$ cat src/design/plcm_pkg.sv
// Shared types and constants for the piecewise-linear ARGB color map.
// Used by every module of the block; no dependencies.
package plcm_pkg;

  localparam int POS_W          = 9;
  localparam int COLOR_W        = 32;
  localparam int CH_W           = 8;
  localparam int NUM_CH         = COLOR_W / CH_W;
  localparam int IDX_W          = 8;
  localparam int CFG_W          = POS_W + COLOR_W;
  localparam int CFG_IDX_W      = 3;
  localparam int SEG_W          = 3;
  localparam int POINT_REGS     = 6;
  localparam int NUM_W          = POS_W + CH_W;
  localparam int BITS_PER_STAGE = 2;
  localparam int DIV_STAGES     = CH_W / BITS_PER_STAGE;
  localparam int FIFO_DEPTH     = 2;
  localparam int FIFO_PTR_W     = 1;
  localparam int FIFO_CNT_W     = 2;

  localparam logic [CFG_IDX_W-1:0] REG_SEGMENT_COUNT = 3'd6;
  localparam logic [SEG_W-1:0]     SEG_COUNT_RESET   = 3'd1;

  typedef struct packed {
    logic               covered;
    logic [POS_W-1:0]   d;
    logic [POS_W-1:0]   seg_len;
    logic [COLOR_W-1:0] c1;
    logic [COLOR_W-1:0] c2;
  } plcm_item_t;

endpackage

$ cat src/design/plcm_front.sv
// Front end: accepts level indexes, finds the covering segment and registers the request.
// Depends on plcm_pkg.
module plcm_front #(
  parameter int NUM_PTS       = 6,
  parameter int TABLE_ENTRIES = 256
) (
  input  logic                                  clk,
  input  logic                                  rst_n,
  input  logic                                  in_valid,
  output logic                                  in_ready,
  input  logic [plcm_pkg::IDX_W-1:0]            in_level_index,
  input  logic [plcm_pkg::CFG_W-1:0]            points [NUM_PTS],
  input  logic [plcm_pkg::SEG_W-1:0]            segment_count,
  output logic                                  push_valid,
  input  logic                                  push_ready,
  output plcm_pkg::plcm_item_t                  push_data
);
  import plcm_pkg::*;

  logic       vld_r;
  plcm_item_t item_r;
  plcm_item_t item_nxt;
  logic [SEG_W-1:0] segs_lim;

  assign in_ready   = !vld_r || push_ready;
  assign push_valid = vld_r;
  assign push_data  = item_r;

  assign segs_lim = (segment_count > SEG_W'(NUM_PTS - 1)) ? SEG_W'(NUM_PTS - 1) : segment_count;

  always_comb begin
    logic [POS_W-1:0] v1;
    logic [POS_W-1:0] v2;
    logic [POS_W-1:0] idx_ext;
    logic             in_table;
    idx_ext          = {1'b0, in_level_index};
    in_table         = idx_ext < POS_W'(TABLE_ENTRIES);
    item_nxt         = '0;
    item_nxt.seg_len = POS_W'(1);
    // lowest segment wins: scan from the top down
    for (int k = NUM_PTS - 2; k >= 0; k--) begin
      v1 = points[k][CFG_W-1:COLOR_W];
      v2 = points[k+1][CFG_W-1:COLOR_W];
      if (in_table && (SEG_W'(k) < segs_lim) && (v1 <= idx_ext) && (idx_ext < v2)) begin
        item_nxt.covered = 1'b1;
        item_nxt.d       = idx_ext - v1;
        item_nxt.seg_len = v2 - v1;
        item_nxt.c1      = points[k][COLOR_W-1:0];
        item_nxt.c2      = points[k+1][COLOR_W-1:0];
      end
    end
  end

  always_ff @(posedge clk) begin
    if (!rst_n) begin
      vld_r <= 1'b0;
    end else if (in_ready) begin
      vld_r <= in_valid;
    end
  end

  always_ff @(posedge clk) begin
    if (in_ready) begin
      item_r <= item_nxt;
    end
  end

endmodule

$ cat src/design/plcm_fifo.sv
// Two-entry request queue between the front end and the interpolation back end.
// Depends on plcm_pkg.
module plcm_fifo (
  input  logic                 clk,
  input  logic                 rst_n,
  input  logic                 push_valid,
  output logic                 push_ready,
  input  plcm_pkg::plcm_item_t push_data,
  output logic                 pop_valid,
  input  logic                 pop_ready,
  output plcm_pkg::plcm_item_t pop_data
);
  import plcm_pkg::*;

  plcm_item_t             mem_r [FIFO_DEPTH];
  logic [FIFO_PTR_W-1:0]  wr_ptr_r;
  logic [FIFO_PTR_W-1:0]  rd_ptr_r;
  logic [FIFO_CNT_W-1:0]  cnt_r;
  logic [FIFO_CNT_W-1:0]  cnt_nxt;
  logic                   do_push;
  logic                   do_pop;

  assign push_ready = cnt_r != FIFO_CNT_W'(FIFO_DEPTH);
  assign pop_valid  = cnt_r != '0;
  assign pop_data   = mem_r[rd_ptr_r];
  assign do_push    = push_valid && push_ready;
  assign do_pop     = pop_valid && pop_ready;

  always_comb begin
    cnt_nxt = cnt_r;
    if (do_push && !do_pop) begin
      cnt_nxt = cnt_r + FIFO_CNT_W'(1);
    end else if (do_pop && !do_push) begin
      cnt_nxt = cnt_r - FIFO_CNT_W'(1);
    end
  end

  always_ff @(posedge clk) begin
    if (!rst_n) begin
      wr_ptr_r <= '0;
      rd_ptr_r <= '0;
      cnt_r    <= '0;
    end else begin
      cnt_r <= cnt_nxt;
      if (do_push) begin
        wr_ptr_r <= wr_ptr_r + FIFO_PTR_W'(1);
      end
      if (do_pop) begin
        rd_ptr_r <= rd_ptr_r + FIFO_PTR_W'(1);
      end
    end
  end

  always_ff @(posedge clk) begin
    if (do_push) begin
      mem_r[wr_ptr_r] <= push_data;
    end
  end

endmodule

$ cat src/design/plcm_back.sv
// Back end: weighted channel sums, then a pipelined restoring divide, two quotient bits a stage.
// Depends on plcm_pkg.
module plcm_back (
  input  logic                          clk,
  input  logic                          rst_n,
  input  logic                          pop_valid,
  output logic                          pop_ready,
  input  plcm_pkg::plcm_item_t          pop_data,
  output logic                          out_valid,
  input  logic                          out_ready,
  output logic [plcm_pkg::COLOR_W-1:0]  out_argb_color,
  output logic                          out_covered
);
  import plcm_pkg::*;

  localparam int LAST = DIV_STAGES;

  logic [LAST:0]       vld_r;
  logic [LAST:0]       stg_rdy;
  logic [NUM_W-1:0]    rem_r   [LAST+1][NUM_CH];
  logic [NUM_W-1:0]    rem_nxt [LAST+1][NUM_CH];
  logic [CH_W-1:0]     q_r     [LAST+1][NUM_CH];
  logic [CH_W-1:0]     q_nxt   [LAST+1][NUM_CH];
  logic [POS_W-1:0]    div_r   [LAST+1];
  logic [POS_W-1:0]    div_nxt [LAST+1];
  logic [LAST:0]       cov_r;
  logic [LAST:0]       cov_nxt;

  always_comb begin
    stg_rdy[LAST] = !vld_r[LAST] || out_ready;
    for (int s = LAST - 1; s >= 0; s--) begin
      stg_rdy[s] = !vld_r[s] || stg_rdy[s+1];
    end
  end

  assign pop_ready = stg_rdy[0];

  always_comb begin
    logic [NUM_W-1:0] r;
    logic [NUM_W-1:0] trial;
    logic [CH_W-1:0]  q;
    int               bpos;
    div_nxt[0] = pop_data.seg_len;
    cov_nxt[0] = pop_data.covered;
    for (int ch = 0; ch < NUM_CH; ch++) begin
      rem_nxt[0][ch] =
        NUM_W'(NUM_W'(pop_data.d) * NUM_W'(pop_data.c2[ch*CH_W +: CH_W])) +
        NUM_W'(NUM_W'(pop_data.seg_len - pop_data.d) * NUM_W'(pop_data.c1[ch*CH_W +: CH_W]));
      q_nxt[0][ch] = '0;
    end
    for (int s = 1; s <= LAST; s++) begin
      div_nxt[s] = div_r[s-1];
      cov_nxt[s] = cov_r[s-1];
      for (int ch = 0; ch < NUM_CH; ch++) begin
        r = rem_r[s-1][ch];
        q = q_r[s-1][ch];
        for (int b = 0; b < BITS_PER_STAGE; b++) begin
          bpos  = CH_W - 1 - (s - 1) * BITS_PER_STAGE - b;
          trial = NUM_W'(div_r[s-1]) << bpos;
          if (r >= trial) begin
            r       = r - trial;
            q[bpos] = 1'b1;
          end
        end
        rem_nxt[s][ch] = r;
        q_nxt[s][ch]   = q;
      end
    end
  end

  always_ff @(posedge clk) begin
    if (!rst_n) begin
      vld_r <= '0;
    end else begin
      if (stg_rdy[0]) begin
        vld_r[0] <= pop_valid;
      end
      for (int s = 1; s <= LAST; s++) begin
        if (stg_rdy[s]) begin
          vld_r[s] <= vld_r[s-1];
        end
      end
    end
  end

  always_ff @(posedge clk) begin
    for (int s = 0; s <= LAST; s++) begin
      if (stg_rdy[s]) begin
        rem_r[s] <= rem_nxt[s];
        q_r[s]   <= q_nxt[s];
        div_r[s] <= div_nxt[s];
        cov_r[s] <= cov_nxt[s];
      end
    end
  end

  assign out_valid   = vld_r[LAST];
  assign out_covered = cov_r[LAST];

  always_comb begin
    for (int ch = 0; ch < NUM_CH; ch++) begin
      out_argb_color[ch*CH_W +: CH_W] = q_r[LAST][ch];
    end
  end

endmodule

$ cat src/design/piecewise_linear_argb_colormap_core.sv
// Piecewise-linear ARGB color map: top level with the control-point registers.
// Depends on plcm_pkg, plcm_front, plcm_fifo and plcm_back.
//
// Usage:
//   Input channel in_valid/in_ready carries an 8-bit level index; the result
//   channel out_valid/out_ready returns one 32-bit ARGB color and a covered
//   flag per index, in order. An index outside every segment in use returns
//   covered = 0 and color 0.
//   Control points and the segment count are written through cfg_we,
//   cfg_index and cfg_data (index 0..5 points, 6 segment count) while idle.
//   Throughput: one index per cycle, sustained while out_ready is held high.
//   Pipeline: one front register, a slot in the request queue, one
//   multiply stage and four divide stages of two quotient bits each, the
//   last being the output register.
//   Reset (rst_n low, synchronous) empties the pipeline, clears all points
//   to zero and sets the segment count to one.
//   When the receiver holds out_ready low, the result stays on the port and
//   the back end fills; the two-entry request queue and the front register
//   keep taking indexes until they are full, then in_ready drops.
module piecewise_linear_argb_colormap_core #(
  parameter int MAX_POINTS    = 6,
  parameter int TABLE_ENTRIES = 256
) (
  input  logic                              clk,
  input  logic                              rst_n,
  input  logic                              in_valid,
  output logic                              in_ready,
  input  logic [plcm_pkg::IDX_W-1:0]        in_level_index,
  output logic                              out_valid,
  input  logic                              out_ready,
  output logic [plcm_pkg::COLOR_W-1:0]      out_argb_color,
  output logic                              out_covered,
  input  logic                              cfg_we,
  input  logic [plcm_pkg::CFG_IDX_W-1:0]    cfg_index,
  input  logic [plcm_pkg::CFG_W-1:0]        cfg_data
);
  import plcm_pkg::*;

  localparam int NUM_PTS = (MAX_POINTS < POINT_REGS) ? MAX_POINTS : POINT_REGS;

  logic [CFG_W-1:0] point_r [NUM_PTS];
  logic [SEG_W-1:0] seg_cnt_r;

  logic       push_valid;
  logic       push_ready;
  plcm_item_t push_data;
  logic       pop_valid;
  logic       pop_ready;
  plcm_item_t pop_data;

  always_ff @(posedge clk) begin
    if (!rst_n) begin
      seg_cnt_r <= SEG_COUNT_RESET;
      for (int i = 0; i < NUM_PTS; i++) begin
        point_r[i] <= '0;
      end
    end else if (cfg_we) begin
      if (cfg_index == REG_SEGMENT_COUNT) begin
        seg_cnt_r <= cfg_data[SEG_W-1:0];
      end
      for (int i = 0; i < NUM_PTS; i++) begin
        if (cfg_index == CFG_IDX_W'(i)) begin
          point_r[i] <= cfg_data;
        end
      end
    end
  end

  plcm_front #(
    .NUM_PTS       (NUM_PTS),
    .TABLE_ENTRIES (TABLE_ENTRIES)
  ) u_front (
    .clk            (clk),
    .rst_n          (rst_n),
    .in_valid       (in_valid),
    .in_ready       (in_ready),
    .in_level_index (in_level_index),
    .points         (point_r),
    .segment_count  (seg_cnt_r),
    .push_valid     (push_valid),
    .push_ready     (push_ready),
    .push_data      (push_data)
  );

  plcm_fifo u_fifo (
    .clk        (clk),
    .rst_n      (rst_n),
    .push_valid (push_valid),
    .push_ready (push_ready),
    .push_data  (push_data),
    .pop_valid  (pop_valid),
    .pop_ready  (pop_ready),
    .pop_data   (pop_data)
  );

  plcm_back u_back (
    .clk            (clk),
    .rst_n          (rst_n),
    .pop_valid      (pop_valid),
    .pop_ready      (pop_ready),
    .pop_data       (pop_data),
    .out_valid      (out_valid),
    .out_ready      (out_ready),
    .out_argb_color (out_argb_color),
    .out_covered    (out_covered)
  );

  a_uncovered_black: assert property (@(posedge clk) disable iff (!rst_n)
    out_valid && !out_covered |-> out_argb_color == '0)
    else $error("uncovered result carries a nonzero color");

  a_covered_needs_segments: assert property (@(posedge clk) disable iff (!rst_n)
    out_valid && out_covered |-> seg_cnt_r != '0)
    else $error("covered result with no segments in use");

  a_reset_drains: assert property (@(posedge clk)
    !rst_n |=> !out_valid && !pop_valid && !push_valid)
    else $error("pipeline not empty after reset");

  a_queue_backpressure: assert property (@(posedge clk) disable iff (!rst_n)
    !in_ready |-> push_valid && !push_ready)
    else $error("input stalled while the front register could drain");

endmodule
$ cat config.mk
export PLATFORM = sky130hd
export DESIGN_NAME = piecewise_linear_argb_colormap_core
export DESIGN_NICKNAME = d
export VERILOG_FILES = /design/src/design/plcm_pkg.sv /design/src/design/plcm_front.sv /design/src/design/plcm_fifo.sv /design/src/design/plcm_back.sv /design/src/design/piecewise_linear_argb_colormap_core.sv
export SDC_FILE = /design/constraint.sdc
export NUM_CORES = 2
export LEC_CHECK = 0
export BUFFER_PORTS_ARGS = -buffer_cell sky130_fd_sc_hd__buf_2
export CORE_MARGIN = 5
export CORE_UTILIZATION = 55
export CTS_CLUSTER_SIZE = 20
export DETAILED_ROUTE_END_ITERATION = 8
export PLACE_DENSITY = 0.69
export SLEW_MARGIN = 20
export SYNTH_ARGS = -nofsm -noshare
export SYNTH_HDL_FRONTEND = slang
export SYNTH_SLANG_ARGS = --single-unit
$ cat constraint.sdc
create_clock -name clk -period 14.2 [get_ports clk]
set_input_delay 2.84 -clock clk [delete_from_list [all_inputs] [get_ports clk]]
set_output_delay 2.84 -clock clk [all_outputs]
set_load 0.005 [all_outputs]
==> summary.md <==
| Metric | Value |
|---|---|
| Post-Route WL | between 150000 and 200000 um |
| Type of the tightest min-delay check | flop to flop |
| First-pass detailed-route iteration total | 6 |
| Critical path buffer and inverter count | 7 |
| Total of fill cells in the finished design | ~11000 |
| Post-synthesis instance area | 73300 um^2 |
| Initial core utilization | 0.551 |
| Number of buffers inserted for hold repair after clock tree synthesis | 0 |
| Type of the worst setup path | flop to flop |
| Overall Global Routing Usage | 0.263 |
| Highest routed metal layer | met5 |
| Worst stage delay on the critical path | roughly 0.78 ns |
| Total area of sequential cells | 24500 um^2 |
| Library cell appearing most often on the critical path | sky130_fd_sc_hd__fa_1 |
| Source-to-sink clock delay at the later pin of the worst-skew pair | ~0.75 ns |
| Fraction of final layout cells with drive strength greater than 1 | 0.0771 |
| Relative slew slack | 0.245 |
| Top cell family by delay on the critical path | adder cells |
| Clock tree from TritonCTS | done |
| Max-cap violations | 0 |
| Maximum clock insertion buffer count | 3 |
| Most frequent standard cell in the layout excluding fill and tap cells | sky130_fd_sc_hd__nand2_1 |
| Number of different library cells in the post-synthesis netlist | slightly below 100 |
| Critical path fanouts, max | 52 |
| Horizontal die dimension | 375 um |
| Count of mapped cells out of synthesis | 7537 |
| Initial antenna violation count | 5 |
| Kind of end point of the critical path | flop |
| Wire length on met1 | approximately 79000 um |
| Sum Neg Setup Slack | 0 ns |
| Average via count per standard cell | approximately 5.7 |
| Number of max-slew violations in the final report | 0 |
| Arrival time of the worst setup path | ~11 ns |
| Congestion Overflow GR | 0 |
| Element type at the critical path start | flop |
| Met3 wire len | 11400 um |
| First-pass GRT wire length | slightly below 300000 um |
| DRC violations left | 0 |
| Total via count after detailed routing | 54100 |
| Cell chosen for the clock root | sky130_fd_sc_hd__clkbuf_16 |
| Wire per inst | a little under 20 um |
| Pin count of the biggest net entering global routing | 166 |
| Most used flip-flop cell after synthesis | sky130_fd_sc_hd__edfxtp_1 |
| Multi-input gate area in the final layout | about 45000 um^2 |
| Buffer count from post-CTS setup fixing | 0 |
| Number of enable-type register cells in the synthesized netlist | roughly 640 |
| Synth async-reset ratio | 0 |
| Number of design-rule violations left by the first detailed-router iteration | slightly above 4000 |
| Cell at the slowest stage of the critical path | sky130_fd_sc_hd__xnor2_2 |
| Unrepaired setup endpoints after global routing | false |
| Net count after synthesis | 8770 |
| Via count of the first global-routing pass | about 54000 |
| Core Area | roughly 130000 um^2 |
| H-tree depth | 3 |
| Commonest cells after routing, fill and taps aside | 1003 x sky130_fd_sc_hd__nand2_1, 895 x sky130_fd_sc_hd__inv_1, 642 x sky130_fd_sc_hd__edfxtp_1 |
| Routed met2 length | roughly 90000 um |
| Total number of placement rows | approximately 130 |
| Fin Clk Skew | slightly below 0.04 ns |
| Layout overhead on the synthesized area | 8.29% |
| Final critical path time including I/O delays and setup | between 10 and 15 ns |
| Period Utilization, post-route | 0.712 |
| Data required, critical path | 14.66 ns |
| Run status | finished clean |
| HPWL reported at the end of detailed placement | 140000 um |
| Post_cts resized | 0 |
| Clock-pin slew reported for the worst setup and hold paths after clock tree synthesis | ~0.06 ns |
| Synthesis-stage register bit count | ~900 |
| Sequential area share after synthesis | 0.334 |
| Die footprint | 141000 um^2 |
| Sink count of the clock tree | roughly 900 |
| Remaining number of nets flagged by the antenna check after routing | 0 |
| Transition time at the pin with the least slew margin | between 1 and 1.5 ns |
| Startpoint of the most critical hold path | u_back.q_r[0][99] |
| Num CTS Buffers | 101 |
| Height of the die | 375 um |
| Number of setup violations in the final report | 0 |
| Maximum operating frequency | 98.9 MHz |
| Warnings from Yosys | 0 |
| Synth Area per Inst | between 9 and 10 um^2 |
| Final weighted congestion in routability-driven placement | approximately 0.9 |
| Boundary Pins | between 90 and 100 |
| Post-layout net count | between 8000 and 9000 |
| Hold Vio Cnt, Final | 0 |
| Number of I/O port buffers | a little over 90 |
==> Yosys cell counts, types with 154 or more instances <==
cell | count | area share
sky130_fd_sc_hd__ha_1 | 613 | 0.10
sky130_fd_sc_hd__mux2_2 | 154 | 0.024
sky130_fd_sc_hd__nand2_1 | 1007 | 0.052
sky130_fd_sc_hd__fa_1 | 563 | 0.15
sky130_fd_sc_hd__xnor2_1 | 259 | 0.031
sky130_fd_sc_hd__dfxtp_1 | 260 | 0.071
sky130_fd_sc_hd__edfxtp_1 | 642 | 0.26
sky130_fd_sc_hd__o21ai_0 | 251 | 0.017
sky130_fd_sc_hd__inv_1 | 898 | 0.046
sky130_fd_sc_hd__nor2_1 | 640 | 0.033
sky130_fd_sc_hd__a21oi_1 | 275 | 0.019
sky130_fd_sc_hd__clkbuf_1 | 204 | 0.010
sky130_fd_sc_hd__a21boi_0 | 282 | 0.029
==> sequential cells by signal, indices dropped and copies added (netlist names), 3 cells and up, named ones only <==
register	flops
point_r	246
seg_cnt_r	3
u_back.cov_r	5
u_back.div_r	36
u_back.q_r	80
u_back.rem_r	272
u_back.vld_r	5
u_fifo.mem_r	166
u_front.push_data	83
==> cell type report <==
class                      count  share of cell area
tap                         1768              0.0279
inverter                     907              0.0429
antenna                        5            0.000158
sequential                   902               0.308
timing repair buffer         187              0.0153
multi-input combinational   5482               0.562
clock inverter                63             0.00941
clock buffer                 125              0.0336
==> cell families after synthesis <==
kind of cell / count (synthesis) / share of synthesized area
simple gates: 2286 / 0.139
flops: 902 / 0.334
buf+inv: 1153 / 0.0598
mux: 255 / 0.0375
fa+ha+maj: 1176 / 0.258
xor+xnor: 363 / 0.0434
compound gates: 1402 / 0.128
==> per-stage QoR <==
step | util | cells | setup WS [ns] | cell area, um^2 | hold slack (ns)
detailed placement | 0.571 | 9245 | 4.12 | 75900 | 0.405
global placement | 0.571 | 9245 | 4.31 | 75900 | 0.402
CTS | 0.597 | 9433 | 4.12 | 79300 | 0.406
finish | 0.597 | 9439 | 4.09 | 79400 | 0.414
floorplan | - | 7537 | 4.61 | 73300 | 0.400
global route | 0.597 | 9435 | 3.47 | 79400 | 0.419
==> final timing paths <==
check                        endpoint  slack (ns)  cells after the start
setup / recovery  u_back.rem_r[0][32]        4.09                     28
setup reg to reg  u_back.rem_r[0][32]        4.09                     28
hold / removal     u_back.q_r[0][131]        0.41                      0
hold reg to reg    u_back.q_r[0][131]        0.41                      0
==> layer usage <==
metal / global-route usage / up-vias
li1: - / 25800
met3: 0.0438 / 397
met5: 0 / -
met1: 0.342 / 26300
met4: 0.0939 / 4
met2: 0.447 / 1631
Power is left out: the tool's default activity adds up to more than one toggle a clock period on the data nets, which glitch-free logic cannot reach.
